$ cat config.mk
export PLATFORM = sky130hd
export DESIGN_NAME = pidq_cfg
export DESIGN_NICKNAME = d
export VERILOG_FILES = /design/src/rtl/core/pidq_pkg.sv /design/src/rtl/core/pidq_cfg.sv
export SDC_FILE = /design/constraint.sdc
export NUM_CORES = 1
export LEC_CHECK = 0
export ABC_AREA = 0
export BUFFER_PORTS_ARGS = -buffer_cell sky130_fd_sc_hd__clkbuf_2
export CORE_UTILIZATION = 46
export DETAILED_ROUTE_END_ITERATION = 16
export PLACE_DENSITY = 0.77
export SLEW_MARGIN = 20
export SYNTH_ARGS = -nofsm -noshare
export SYNTH_HDL_FRONTEND = slang
export SYNTH_SLANG_ARGS = --single-unit
$ cat constraint.sdc
create_clock -name clk -period 0.95 [get_ports clk]
set_clock_uncertainty 0.2 [all_clocks]
set_input_delay 0.19 -clock clk [delete_from_list [all_inputs] [get_ports clk]]
set_output_delay 0.19 -clock clk [all_outputs]
set_load 0.05 [all_outputs]
$ cat src/rtl/core/pidq_pkg.sv
`default_nettype none

package pidq_pkg;

    localparam int Q_SHIFT = 16;
    localparam int CFG_DATA_W = 64;
    localparam int PIPE_DEPTH = 4;
    localparam logic [63:0] LIMITS_RESET = 64'h7FFF_FFFF_8000_0000;

    typedef enum logic [2:0] {
        REG_KP_GAIN    = 3'd0,
        REG_KI_GAIN    = 3'd1,
        REG_KD_GAIN    = 3'd2,
        REG_P_LIMITS   = 3'd3,
        REG_I_LIMITS   = 3'd4,
        REG_D_LIMITS   = 3'd5,
        REG_OUT_LIMITS = 3'd6
    } reg_index_t;

    typedef struct packed {
        logic signed [31:0] kp_gain;
        logic signed [31:0] ki_gain;
        logic signed [31:0] kd_gain;
        logic [63:0]        p_limits;
        logic [63:0]        i_limits;
        logic [63:0]        d_limits;
        logic [63:0]        out_limits;
    } cfg_t;

    typedef struct packed {
        logic signed [31:0] p_term;
        logic signed [31:0] i_term;
        logic signed [31:0] d_term;
    } terms_t;

    // max test first, then min; limits packed max high, min low
    function automatic logic signed [31:0] clamp32(input logic signed [65:0] x,
                                                   input logic [63:0] lim);
        logic signed [65:0] hi;
        logic signed [65:0] lo;
        logic signed [31:0] res;
        hi = {{34{lim[63]}}, lim[63:32]};
        lo = {{34{lim[31]}}, lim[31:0]};
        if (x > hi)
        begin
            res = lim[63:32];
        end
        else if (x < lo)
        begin
            res = lim[31:0];
        end
        else
        begin
            res = x[31:0];
        end
        return res;
    endfunction

endpackage

`default_nettype wire

$ cat src/rtl/core/pidq_cfg.sv
`default_nettype none

module pidq_cfg (
    input  wire logic                               clk,
    input  wire logic                               rst_n,
    input  wire logic                               cfg_we,
    input  wire pidq_pkg::reg_index_t               cfg_index,
    input  wire logic [pidq_pkg::CFG_DATA_W-1:0]    cfg_data,
    output pidq_pkg::cfg_t                          cfg
);
    import pidq_pkg::*;

    cfg_t cfg_reg;
    cfg_t cfg_next;

    always_comb
    begin
        cfg_next = cfg_reg;
        if (cfg_we)
        begin
            unique case (cfg_index)
                REG_KP_GAIN:    cfg_next.kp_gain = cfg_data[31:0];
                REG_KI_GAIN:    cfg_next.ki_gain = cfg_data[31:0];
                REG_KD_GAIN:    cfg_next.kd_gain = cfg_data[31:0];
                REG_P_LIMITS:   cfg_next.p_limits = cfg_data;
                REG_I_LIMITS:   cfg_next.i_limits = cfg_data;
                REG_D_LIMITS:   cfg_next.d_limits = cfg_data;
                REG_OUT_LIMITS: cfg_next.out_limits = cfg_data;
                default:        cfg_next = cfg_reg;
            endcase
        end
    end

    always_ff @(posedge clk or negedge rst_n)
    begin
        if (!rst_n)
        begin
            cfg_reg.kp_gain    <= '0;
            cfg_reg.ki_gain    <= '0;
            cfg_reg.kd_gain    <= '0;
            cfg_reg.p_limits   <= LIMITS_RESET;
            cfg_reg.i_limits   <= LIMITS_RESET;
            cfg_reg.d_limits   <= LIMITS_RESET;
            cfg_reg.out_limits <= LIMITS_RESET;
        end
        else
        begin
            cfg_reg <= cfg_next;
        end
    end

    assign cfg = cfg_reg;

endmodule

`default_nettype wire

==> summary.md <==
| Metric | Value |
|---|---|
| CTS H-tree depth | `2` |
| Max-cap violations | `0` |
| Clk pwr share | `between 20 and 25%` |
| Power density over cell area | `~2900 nW/µm²` |
| Vias in the first global route | `11443` |
| Dpl ws | `-0.901 ns` |
| Last weighted congestion value of the routability-driven placer | `between 0.8 and 0.9` |
| Slew headroom | `79.0%` |
| Final setup viols | `704` |
| Skew-Pair Late Insertion Delay | `~0.53 ns` |
| Synth Flop Type | `dfrtp_1` |
| Area Overhead vs Synth | `92.8%` |
| Violated checks | `negative hold slack, negative setup slack` |
| Cells after synthesis | `750` |
| Half-perimeter wire length after placement | `25.1 mm` |
| Die area | `30300 µm²` |
| Most instantiated library cell after synthesis | `mux2_2` |
| DR pass1 iterations | `5` |
| CP Cell Sequence | `buf_8` |
| RSZ-0062 raised after global routing | `yes` |
| Critical path fanouts, max | `2` |
| Internal Power | `~46 mW` |
| Sequential cell area fraction in the yosys report | `65.8%` |
| Fin. Hold Viols | `between 500 and 600` |
| Syn Std Cell Area | `13600 µm²` |
| R2R Path Start | `cfg[290]$_DFFE_PN0P_` |
| Dpl cells | `~1600` |
| Avg Cell Area, Syn | `~18 µm²` |
| Aggregate global routing overflow | `0` |
| Synth cell count leaders | `mux2_2 (285), dfrtp_1 (224), dfstp_2 (128)` |
| Synth area leader | `dfrtp_1` |
| Root buf cell | `clkbuf_16` |
| Num rows | `62` |
| Kind of critical path | `reg -> out` |
| Vias | `approximately 11000` |
| Antenna-violating nets left | `0` |
| WP data arrival | `approximately 1.3 ns` |
| Req. time, crit path | `0.56 ns` |
| Die Wd | `between 150 and 200 µm` |
| Sw frac | `between 30% and 40%` |
| Synth top area cells | `dfrtp_1 (41%), dfstp_2 (25%), mux2_2 (24%)` |
| CP top delay family | `flip-flops` |
| Crit. End Element | `primary output` |
| Status | `finished with violations` |
| Minimum clock period | `between 1.5 and 2 ns` |
| Yosys Warn Count | `0` |
| Initial antenna violation count | `0` |
| Drc violations | `0` |
| Number of flip-flops in the largest register | `roughly 350` |
| Final Non-Filler Cells | `1880` |
| Max incr delay on CP | `0.63 ns` |
| Area of the multi-input gates | `4990 µm²` |
| WP buf/inv | `1` |
| Reg power frac | `between 30% and 40%` |
| Number of synthesized flops with an enable pin | `0` |
| Iteration-0 DRC Markers | `slightly below 900` |
| Initial core utilization | `between 40 and 50%` |
| Yosys cell types | `13` |
| Worst Setup Slack, final | `-0.777 ns` |
| Max Buffers Root-to-Sink | `3` |
| Average vias per placed instance | `about 5.9` |
| Final hold slack | `-0.652 ns` |
| CTS Hold Bufs | `37` |
| Synthesis-stage register bit count | `about 350` |
| Num ports | `around 420` |
| Routed length per instance | `about 36 µm` |
| Worst-path clk slew | `0.07 ns` |
| Worst Tran Pin Value | `~0.32 ns` |
| Antenna fix cells | `0` |
| Switching power | `around 29 mW` |
| R2R Path End | `cfg[290]$_DFFE_PN0P_` |
| CP max stage cell | `dfstp_2` |
| Synth top area share | `between 40 and 50%` |
| Global-route wire length before repair | `a little over 80 mm` |
| Leakage | `12.1 nW` |
| Cts bufs inserted | `38` |
| WL final | `around 67 mm` |
| Die Y-Extent | `174 µm` |
| Worst reg2reg setup slack | `-0.34 ns` |
| CTS tree | `built` |
| Global Route Usage Sum | `37.7%` |
| Core Area | `around 29000 µm²` |
| Startpoint Class | `register` |
| Fin. max-slew vios | `0` |
| Count of buffers from port buffering | `421` |
| Worst vdd ir | `roughly 2.8 mV` |
| Final period util | `182%` |
| Total clock sinks | `352` |
| Register Area | `9220 µm²` |
| Largest net degree at the start of global routing | `44` |
| Layout cells sized above 1 | `~95%` |
| HP Class | `in -> async` |
| Combinational share of power | `a little under half` |
| R2R cell count | `3` |
| F_max | `approximately 580 MHz` |
| Post-synth ARST share | `100%` |
| Post-synth net total | `820` |
| Number of fill cells | `between 700 and 800` |
| Layout Nets | `roughly 1500` |
-- what timing repair did --
action	CTS	global route
gates resized for setup	743	375
endpoints found under the hold margin	704	548
endpoints found under the setup margin	704	713
buffers inserted	81	113
cloned	26	11
pin swaps	6	5
-- area by class of cell --
class / count / area share [%]
Timing Repair Buffer: 715 / 39.1
Multi-Input combinational cell: 359 / 19.0
Tap cell: 384 / 1.83
Sequential cell: 352 / 35.1
Clock buffer: 57 / 4.63
Clock inverter: 13 / 0.471
-- layer usage --
metal | global-route usage (%) | vias up | routed length (µm)
met5 | 0 | - | 0
met4 | 18.6 | 0 | 5020
met3 | 9.10 | 310 | 5750
met2 | 66.2 | 847 | 33300
met1 | 42.8 | 5789 | 23100
li1 | - | 4100 | -
-- cells by family after synthesis --
logic type	share of synthesized area, %
and+or+nand+nor	0.633
muxes	30.7
buffers and inverters	2.88
DFF	65.8
-- stage by stage --
| stage | util (%) | area, µm² | TNS [ns] | hold WS (ns) | total power [mW] |
|---|---|---|---|---|---|
| global placement | 63.1 | 18200 | -296.76 | -0.131 | 45.3 |
| finish | 90.9 | 26300 | -307.64 | -0.652 | 75.3 |
| detailed placement | 63.1 | 18200 | -308.31 | -0.127 | 45.8 |
| floorplan | - | 14200 | -136.74 | -0.306 | 37.3 |
| CTS | 85.8 | 24800 | -275.99 | -0.677 | 68.7 |
| global route | 90.9 | 26300 | -315.14 | -0.674 | 76.6 |
-- how the worst max path moves through the flow --
| stage | cells past startpoint | startpoint | to | slack, ns |
|---|---|---|---|---|
| after detailed placement | 5 | cfg_index[0] | cfg[187]$_DFFE_PN1P_ | -0.90 |
| final | 1 | cfg[119]$_DFFE_PN1P_ | cfg[119] | -0.78 |
| after global routing | 1 | cfg[119]$_DFFE_PN1P_ | cfg[119] | -0.80 |
| after floorplan | 4 | cfg_index[0] | cfg[131]$_DFFE_PN0P_ | -0.50 |
| after global placement | 5 | cfg_index[0] | cfg[189]$_DFFE_PN1P_ | -0.85 |
| after CTS | 1 | cfg[181]$_DFFE_PN1P_ | cfg[181] | -0.72 |
-- cell usage in the layout (no fill, tap or decap), drive strengths merged --
cell / synthesis / layout
buf: 39 / 552
bufinv: 0 / 2
clkbuf: 0 / 184
clkinv: 0 / 9
clkinvlp: 0 / 2
dfrtp: 224 / 224
dfstp: 128 / 128
dlygate4sd3: 0 / 36
mux2: 352 / 352
nand4b: 3 / 3
nor4b: 1 / 1
nor4bb: 3 / 3
-- power by group through the flow --
| stage | logic (mW) | clock network (mW) | registers, mW |
|---|---|---|---|
| after global routing | 35.4 | 17.1 | 24.2 |
| after floorplan | 3.85 | 0 | 33.5 |
| final | 34.8 | 16.4 | 24.0 |
| after CTS | 30.5 | 15.7 | 22.5 |
| after global placement | 23.4 | 0 | 21.9 |
| after detailed placement | 23.7 | 0 | 22.1 |
(Power assumes the default switching activity.)
