===== config.mk =====
export PLATFORM = sky130hd
export DESIGN_NAME = pidq_terms_flat
export DESIGN_NICKNAME = d
export VERILOG_FILES = /design/src/rtl/core/pidq_pkg.sv /design/src/rtl/core/pidq_ifs.sv /design/src/rtl/core/pidq_terms.sv /design/src/flat_wrapper.sv
export SDC_FILE = /design/constraint.sdc
export NUM_CORES = 1
export LEC_CHECK = 0
export BUFFER_PORTS_ARGS = -buffer_cell sky130_fd_sc_hd__buf_2
export CAP_MARGIN = 20
export CORE_UTILIZATION = 49
export CTS_BUF_LIST = sky130_fd_sc_hd__clkbuf_4 sky130_fd_sc_hd__clkbuf_8 sky130_fd_sc_hd__clkbuf_16
export DETAILED_ROUTE_END_ITERATION = 8
export PLACE_DENSITY_LB_ADDON = 0.15
export SYNTH_ARGS = -nofsm -noshare
export SYNTH_HDL_FRONTEND = slang
export SYNTH_SLANG_ARGS = --single-unit
export TNS_END_PERCENT = 50

===== constraint.sdc =====
create_clock -name clk -period 5 [get_ports clk]
set_clock_uncertainty 0.2 [all_clocks]
set_input_delay 1 -clock clk [delete_from_list [all_inputs] [get_ports clk]]
set_output_delay 1 -clock clk [all_outputs]
set_load 0.01 [all_outputs]

===== src/rtl/core/pidq_pkg.sv =====
`default_nettype none

package pidq_pkg;

    localparam int Q_SHIFT = 16;
    localparam int CFG_DATA_W = 64;
    localparam int PIPE_DEPTH = 4;
    localparam logic [63:0] LIMITS_RESET = 64'h7FFF_FFFF_8000_0000;

    typedef enum logic [2:0] {
        REG_KP_GAIN    = 3'd0,
        REG_KI_GAIN    = 3'd1,
        REG_KD_GAIN    = 3'd2,
        REG_P_LIMITS   = 3'd3,
        REG_I_LIMITS   = 3'd4,
        REG_D_LIMITS   = 3'd5,
        REG_OUT_LIMITS = 3'd6
    } reg_index_t;

    typedef struct packed {
        logic signed [31:0] kp_gain;
        logic signed [31:0] ki_gain;
        logic signed [31:0] kd_gain;
        logic [63:0]        p_limits;
        logic [63:0]        i_limits;
        logic [63:0]        d_limits;
        logic [63:0]        out_limits;
    } cfg_t;

    typedef struct packed {
        logic signed [31:0] p_term;
        logic signed [31:0] i_term;
        logic signed [31:0] d_term;
    } terms_t;

    // max test first, then min; limits packed max high, min low
    function automatic logic signed [31:0] clamp32(input logic signed [65:0] x,
                                                   input logic [63:0] lim);
        logic signed [65:0] hi;
        logic signed [65:0] lo;
        logic signed [31:0] res;
        hi = {{34{lim[63]}}, lim[63:32]};
        lo = {{34{lim[31]}}, lim[31:0]};
        if (x > hi)
        begin
            res = lim[63:32];
        end
        else if (x < lo)
        begin
            res = lim[31:0];
        end
        else
        begin
            res = x[31:0];
        end
        return res;
    endfunction

endpackage

`default_nettype wire


===== src/rtl/core/pidq_ifs.sv =====
`default_nettype none

interface pidq_err_if;
    logic               valid;
    logic               ready;
    logic signed [31:0] error_sample;

    modport source (output valid, output error_sample, input ready);
    modport sink (input valid, input error_sample, output ready);
endinterface


`default_nettype wire


===== src/rtl/core/pidq_terms.sv =====
`default_nettype none

module pidq_terms (
    input  wire logic           clk,
    input  wire logic           rst_n,
    input  wire pidq_pkg::cfg_t cfg,
    pidq_err_if.sink            sample,
    output pidq_pkg::terms_t    terms,
    output logic                terms_valid,
    input  wire logic           terms_ready
);
    import pidq_pkg::*;

    logic               in_valid_reg;
    logic               in_valid_next;
    logic signed [31:0] err_reg;
    logic               terms_valid_reg;
    logic               terms_valid_next;
    terms_t             terms_reg;
    terms_t             terms_next;
    logic signed [31:0] prior_reg;
    logic signed [31:0] prior_next;
    logic signed [31:0] integral_reg;
    logic signed [31:0] integral_next;

    logic               adv_in;
    logic               adv_terms;
    logic               take;
    logic signed [65:0] err_wide;
    logic signed [65:0] isum_wide;
    logic signed [65:0] diff_wide;
    logic signed [31:0] isum_clamped;

    assign adv_terms = !terms_valid_reg || terms_ready;
    assign adv_in    = !in_valid_reg || adv_terms;
    assign take      = adv_terms && in_valid_reg;

    assign sample.ready = adv_in;

    // running sum and difference kept wide so nothing wraps before the clamp
    always_comb
    begin
        err_wide     = {{34{err_reg[31]}}, err_reg};
        isum_wide    = {{34{integral_reg[31]}}, integral_reg} + err_wide;
        diff_wide    = err_wide - {{34{prior_reg[31]}}, prior_reg};
        isum_clamped = clamp32(isum_wide, cfg.i_limits);

        in_valid_next    = adv_in ? sample.valid : in_valid_reg;
        terms_valid_next = adv_terms ? in_valid_reg : terms_valid_reg;
        terms_next       = terms_reg;
        prior_next       = prior_reg;
        integral_next    = integral_reg;
        if (take)
        begin
            terms_next.p_term = clamp32(err_wide, cfg.p_limits);
            terms_next.i_term = isum_clamped;
            terms_next.d_term = clamp32(diff_wide, cfg.d_limits);
            prior_next        = err_reg;
            integral_next     = isum_clamped;
        end
    end

    always_ff @(posedge clk or negedge rst_n)
    begin
        if (!rst_n)
        begin
            in_valid_reg    <= 1'b0;
            terms_valid_reg <= 1'b0;
            prior_reg       <= '0;
            integral_reg    <= '0;
        end
        else
        begin
            in_valid_reg    <= in_valid_next;
            terms_valid_reg <= terms_valid_next;
            prior_reg       <= prior_next;
            integral_reg    <= integral_next;
        end
    end

    always_ff @(posedge clk)
    begin
        if (adv_in && sample.valid)
        begin
            err_reg <= sample.error_sample;
        end
        terms_reg <= terms_next;
    end

    assign terms       = terms_reg;
    assign terms_valid = terms_valid_reg;

endmodule

`default_nettype wire


===== src/flat_wrapper.sv =====
// flat-port wrapper written by rule: the top's interface ports become plain ports
module pidq_terms_flat import pidq_pkg::*;
  (clk, rst_n, cfg, terms, terms_valid, terms_ready, sample_valid, sample_error_sample, sample_ready);
  pidq_err_if sample_i ();
  input  wire logic clk;
  input  wire logic rst_n;
  input  wire pidq_pkg::cfg_t cfg;
  output pidq_pkg::terms_t terms;
  output logic terms_valid;
  input  wire logic terms_ready;
  input wire logic [$bits(sample_i.valid)-1:0] sample_valid;
  input wire logic [$bits(sample_i.error_sample)-1:0] sample_error_sample;
  output wire logic [$bits(sample_i.ready)-1:0] sample_ready;
  assign sample_i.valid = sample_valid;
  assign sample_i.error_sample = sample_error_sample;
  assign sample_ready = sample_i.ready;
  pidq_terms u_core (.clk(clk), .rst_n(rst_n), .cfg(cfg), .sample(sample_i), .terms(terms), .terms_valid(terms_valid), .terms_ready(terms_ready));
endmodule

==> impl_metrics.json, run 1 <==
{
  "status": "finished, violations left",
  "violations": "negative setup slack",
  "worst_slew_pin_slew_ns": 0.7590,
  "cp_num_cells": 27,
  "wl_per_cell_um": 19.73,
  "crit_required_ns": 5.20,
  "cpPeakStageDelay_ns": 0.49,
  "hpwlAfterDp_mm": 43.47,
  "tritoncts": "built",
  "fin_crit_sh": 1.135,
  "synthAdderAreaFrac": 0.1923,
  "synth_compound_area_frac": 0.1934,
  "ant_nets": 0,
  "maxSlewHeadroom": 0.4809,
  "slew_violations": 0,
  "synth.most_common_cell": "ha_1",
  "fin_ws_ns": -0.6746,
  "worstSkewPairLatency_ns": 0.46,
  "synth_seq_cells": 194,
  "numPortBuffers": 325,
  "htree_levels": 4,
  "cp_data_arrival_time_ns": 5.87,
  "drt_wl_total_mm": 59.73,
  "synth_area_leader_cell": "edfxtp_1",
  "min_path_type": "reg -> reg",
  "post-place-ws_ns": -0.8713,
  "total_power_uw": 17350,
  "via_per_inst": 5.729,
  "leakage_uw": 0.01227,
  "synthDistinctLibCells": 84,
  "synth.area.top_cells": "edfxtp_1 23%, ha_1 19%, dfrtp_1 9.8%, inv_1 5.5%, mux2i_1 4.3%",
  "io_pins": 486,
  "clock_sinks": 194,
  "use_met1": 0.4031,
  "largest_reg_flops": 96,
  "rows": 67,
  "yosysSeqAreaShare": 0.3246,
  "path_buf_inv": 9,
  "synthMuxAreaShare": 0.06200,
  "hold_depth": 1,
  "gp_congestion": 0.9740,
  "nets": 3203,
  "power_density_nw_per_um2": 702.3,
  "grt_use_total": 0.3215,
  "coreArea_um2": 33780,
  "grt_most_used_layer": "met2",
  "grt_max_degree": 51,
  "final.min_clock_period_ns": 5.675,
  "yosysWarnings": 0,
  "dieArea_um2": 35300,
  "cts_buffers": 17,
  "overflow": 0,
  "max_freq_ghz": 0.1762,
  "cts-root-buf": "clkbuf_16",
  "met3_usage": 0.04642,
  "synth_edf_count": 128,
  "drc_errors": 0,
  "grt_pass1_wl_mm": 88.48,
  "setup_viol": 96,
  "worstSetupPathType": "reg -> reg",
  "synth_top_family_by_area": "compound AO/OA/AOI/OAI gates",
  "antenna_found_initial": 12,
  "syn-num-nets": 2525,
  "slowest_stage": "o41a_1",
  "syn2layout_area_growth_pct": 45.93,
  "r2r_slack_ns": -0.67,
  "finalHoldViolations": 0,
  "setup_tns_ns": -45.50,
  "drtIter0Drc": 1197,
  "initial_core_util": 0.5012,
  "critical-path-top-delay-family": "compound AO/OA/AOI/OAI gates",
  "route.vias.total": 17342,
  "synth_top_cell_area_share": 0.2270,
  "synth-main-ff-cell": "edfxtp_1",
  "drive_gt1_frac": 0.4009,
  "synthArstFlopShare": 0.3402,
  "clk_pin_slew_worst_paths_ns": 0.08,
  "fp.dieH_um": 187.9,
  "die_x_um": 187.9,
  "r2r_cells": 27,
  "startpoint_type": "register",
  "drv_cap": 0,
  "synth_area_um2": 16930,
  "synthTopCellsByCount": "257 x ha_1, 249 x inv_1, 141 x nand2_1, 132 x o21ai_0, 129 x a21oi_1",
  "vdd_drop_max_v": 0.0008797,
  "gr-usage-met2": 0.5406,
  "ctsLongestPathBuffers": 2,
  "critPathCaptureType": "register",
  "cp_common_cell": "buf_4",
  "postLayoutCoreUtil": 0.7313,
  "syn_avg_cell_area_um2": 9.016,
  "grt_pass1_vias": 17220,
  "yosys.area_share.xor_xnor": 0.02535,
  "first_pass_iters": 5,
  "syn_inst": 1878,
  "rsz0062_at_grt": "true",
  "path_max_fanout": 5,
  "synthSimpleGateAreaFrac": 0.1318
}
## cells by family after synthesis
kind of cell	after synthesis
adder cells (fa/ha/maj)	259
AO/OA/AOI/OAI	510
XOR/XNOR	49
flip-flops	194
multiplexers	101
AND/OR/NAND/NOR	457
buffers and inverters	308
## layer usage
metal | wire length (um) | share of wire | vias to the layer above
met4 | 2885 | 0.048 | 6
met1 | 24650 | 0.41 | 8202
met3 | 3870 | 0.065 | 179
li1 | - | - | 8180
met2 | 28280 | 0.47 | 775
met5 | 37 | 0.00062 | -
## worst paths after layout
path	start	to
max in group asynchronous	rst_n	u_core.integral_reg[0]
min	u_core.in_valid_reg	u_core.terms_valid
min in group asynchronous	rst_n	u_core.prior_reg[30]
max reg2reg	u_core.err_reg[0]	u_core.integral_reg[3]
min reg2reg	u_core.in_valid_reg	u_core.terms_valid
max	u_core.err_reg[0]	u_core.integral_reg[3]
## cell type report
type                            count  area (um^2)
Clock inverter                     11        88.84
Sequential cell                   194         5495
Clock buffer                       21        503.0
Fill cell                        2430         9076
Inverter                          250        950.9
Multi-Input combinational cell   1377        11910
Timing Repair Buffer              716         5175
Antenna cell                       10        25.02
Tap cell                          448        560.5
## per-stage QoR
step	hold slack [ns]	instances	cell area, um^2
2_1_floorplan	0.2563	1878	16940
3_3_place_gp	0.2703	2915	21410
3_5_place_dp	0.2838	2915	21410
4_1_cts	0.3013	3001	23630
5_1_grt	0.3290	3026	24700
6_report	0.2971	3027	24710
## power by group
group | leakage, uW | internal (uW) | switching (uW)
sequential | 0.00201 | 2370 | 214
clock | 0.000289 | 734 | 676
combinational | 0.00997 | 6480 | 6880
total | 0.0123 | 9580 | 7770
## layout by cell type (no fill, tap or decap), types with 20 or more instances in the layout
master,count
a21oi_1,108
mux2_4,20
clkbuf_16,21
edfxtp_1,128
xnor2_1,30
nor2_1,81
nand4_1,42
o21ai_2,25
dfrtp_1,66
a21o_1,83
ha_1,245
mux2i_1,65
buf_4,315
a31oi_4,20
buf_6,40
nand2_1,112
buf_2,326
nand3_1,28
inv_1,246
o21ai_1,35
o21ai_0,72
## repair_timing
action                                  CTS  global route
pin swaps                                87            65
gates cloned                             14             2
endpoints found under the hold margin     0             0
resized for setup                       257           205
hold buffers                              0             0
endpoints found under the setup margin   96            96
buffers inserted                         43            23
No activity file was read; power rests on OpenSTA's default activity.
==> inputs of run 2 (changes only) <==
--- a/config.mk
+++ b/config.mk
@@ -7,7 +7,9 @@
 export LEC_CHECK = 0
 export BUFFER_PORTS_ARGS = -buffer_cell sky130_fd_sc_hd__buf_2
 export CAP_MARGIN = 20
-export CORE_UTILIZATION = 49
+export CELL_PAD_IN_SITES_DETAIL_PLACEMENT = 1
+export CELL_PAD_IN_SITES_GLOBAL_PLACEMENT = 2
+export CORE_UTILIZATION = 29
 export CTS_BUF_LIST = sky130_fd_sc_hd__clkbuf_4 sky130_fd_sc_hd__clkbuf_8 sky130_fd_sc_hd__clkbuf_16
 export DETAILED_ROUTE_END_ITERATION = 8
 export PLACE_DENSITY_LB_ADDON = 0.15
==> impl_metrics.json, run 2 (synthesized netlist as in run 1, its figures left out) <==
{
  "hpwlAfterDp_mm": 55.31,
  "ctsLongestPathBuffers": 2,
  "cp_data_arrival_time_ns": 5.71,
  "vdd_drop_max_v": 0.0003796,
  "rows": 88,
  "clk_pin_slew_worst_paths_ns": 0.07,
  "whs_ns": 0.3169,
  "grt_pass1_vias": 18203,
  "syn2layout_area_growth_pct": 52.35,
  "drv_cap": 0,
  "overflow": 0,
  "ant_nets": 0,
  "layout.cells.non_filler": 3419,
  "numPortBuffers": 325,
  "dp.cells": 3304,
  "nFillCells": 6680,
  "leakage_uw": 0.01269,
  "first_pass_iters": 5,
  "post-place-ws_ns": -1.109,
  "via_per_inst": 4.983,
  "finalHoldViolations": 0,
  "tritoncts": "built",
  "drt_wl_total_mm": 70.02,
  "crit_required_ns": 5.16,
  "worstSkewPairLatency_ns": 0.51,
  "fp.dieH_um": 243.6,
  "slowest_stage": "or4_4",
  "grt_pass1_wl_mm": 103.2,
  "wl_met1_mm": 30.93,
  "top_layer": "met5",
  "wl_per_cell_um": 20.48,
  "violations": "negative setup slack",
  "fin_ws_ns": -0.5535,
  "maxSlewHeadroom": 0.3249,
  "placed_area_um2": 22350,
  "ctsHoldBuffers": 0,
  "largest_reg_flops": 96,
  "dr_wl_met2_mm": 34.17,
  "final.min_clock_period_ns": 5.554,
  "worst_slew_pin_slew_ns": 1.013,
  "max_freq_ghz": 0.1801,
  "clock_sinks": 194,
  "dieArea_um2": 59350,
  "setup_viol": 96,
  "final_area_um2": 25790,
  "worstSetupPathType": "reg -> reg",
  "layout_commonest_cell": "buf_4",
  "nets": 3284,
  "critical-path-top-delay-family": "simple AND/OR/NAND/NOR gates",
  "initial_core_util": 0.2935,
  "io_pins": 486,
  "slew_violations": 0,
  "drive_gt1_frac": 0.4132,
  "status": "finished, violations left",
  "route.vias.total": 17037,
  "power_density_nw_per_um2": 709.2,
  "cts-root-buf": "clkbuf_16",
  "htree_levels": 4,
  "cts_buffers": 17,
  "cpPeakStageDelay_ns": 0.60,
  "min_path_type": "reg -> reg",
  "rsz0062_at_grt": "true",
  "path_buf_inv": 5,
  "drc_errors": 0,
  "grt_use_total": 0.2295,
  "layout_common_cells": "393 x buf_4, 324 x buf_2, 246 x inv_1",
  "fin_crit_sh": 1.111,
  "wl_met3_mm": 2.879,
  "die_x_um": 243.6,
  "drtIter0Drc": 732,
  "gp_congestion": 0.9025,
  "critPathCaptureType": "register",
  "startpoint_type": "register",
  "antenna_found_initial": 13,
  "coreArea_um2": 57700,
  "path_max_fanout": 4,
  "grt_max_degree": 78
}
run 2: cell count changes in the layout (fill, tap and decap cells not counted), sizes merged:
| cell | previous run | this run |
|---|---|---|
| buf | 714 | 796 |
| o21ai | 140 | 139 |
| clkbuf | 23 | 20 |
| diode | 10 | 4 |
| clkinvlp | 2 | 3 |
| clkinv | 4 | 5 |
| bufbuf | 0 | 1 |
| bufinv | 0 | 3 |
| inv | 255 | 252 |
run 2: metrics by stage:
| stage | TNS, ns | utilization | power, uW |
|---|---|---|---|
| floorplan | -0.2672 | - | 7791 |
| global placement | -72.21 | 0.3874 | 12400 |
| detailed placement | -84.96 | 0.3874 | 12680 |
| CTS | -47.72 | 0.4214 | 16140 |
| global route | -57.55 | 0.4470 | 19420 |
| finish | -41.59 | 0.4471 | 18290 |
run 2: routing by layer:
layer	vias to the layer above	track usage
li1	8328	-
met1	8282	0.2867
met3	98	0.04571
met5	-	0
met4	12	0.07721
met2	317	0.3923
run 2: layout make-up:
cell class              instances  area, um^2  share of cell area
multi-input cells            1376       11960              0.4637
clock inverters                13       156.4            0.006063
clock buffers                  19       446.7             0.01732
flip-flops and latches        194        5495              0.2130
repair buffers                798        5804              0.2250
diodes                          4       10.01           0.0003880
inverters                     250       964.7             0.03740
well taps                     765       957.2             0.03711
run 2: what timing repair did:
item | in CTS | in global routing
pin swaps | 40 | 125
setup buffers | 39 | 48
endpoints found under the hold margin | 0 | 0
gates resized for setup | 188 | 273
setup endpoints to repair | 96 | 96
gates cloned | 10 | 1
run 2: path summary, 6_finish.rpt:
check / slack, ns / end / startpoint / depth (start not counted)
max reg2reg: -0.55 / u_core.terms[31] / u_core.err_reg[0] / 25
max in group asynchronous: 3.47 / u_core.integral_reg[3] / rst_n / 1
min reg2reg: 0.32 / u_core.terms_valid / u_core.in_valid_reg / 1
min: 0.32 / u_core.terms_valid / u_core.in_valid_reg / 1
min in group asynchronous: 0.45 / u_core.prior_reg[27] / rst_n / 1
max: -0.55 / u_core.terms[31] / u_core.err_reg[0] / 25
run 2: where the power goes:
group / total [uW] / switching (uW) / internal, uW
clock network: 1510 / 711 / 803
logic: 14100 / 7000 / 7140
registers: 2640 / 266 / 2370
total: 18300 / 7980 / 10300
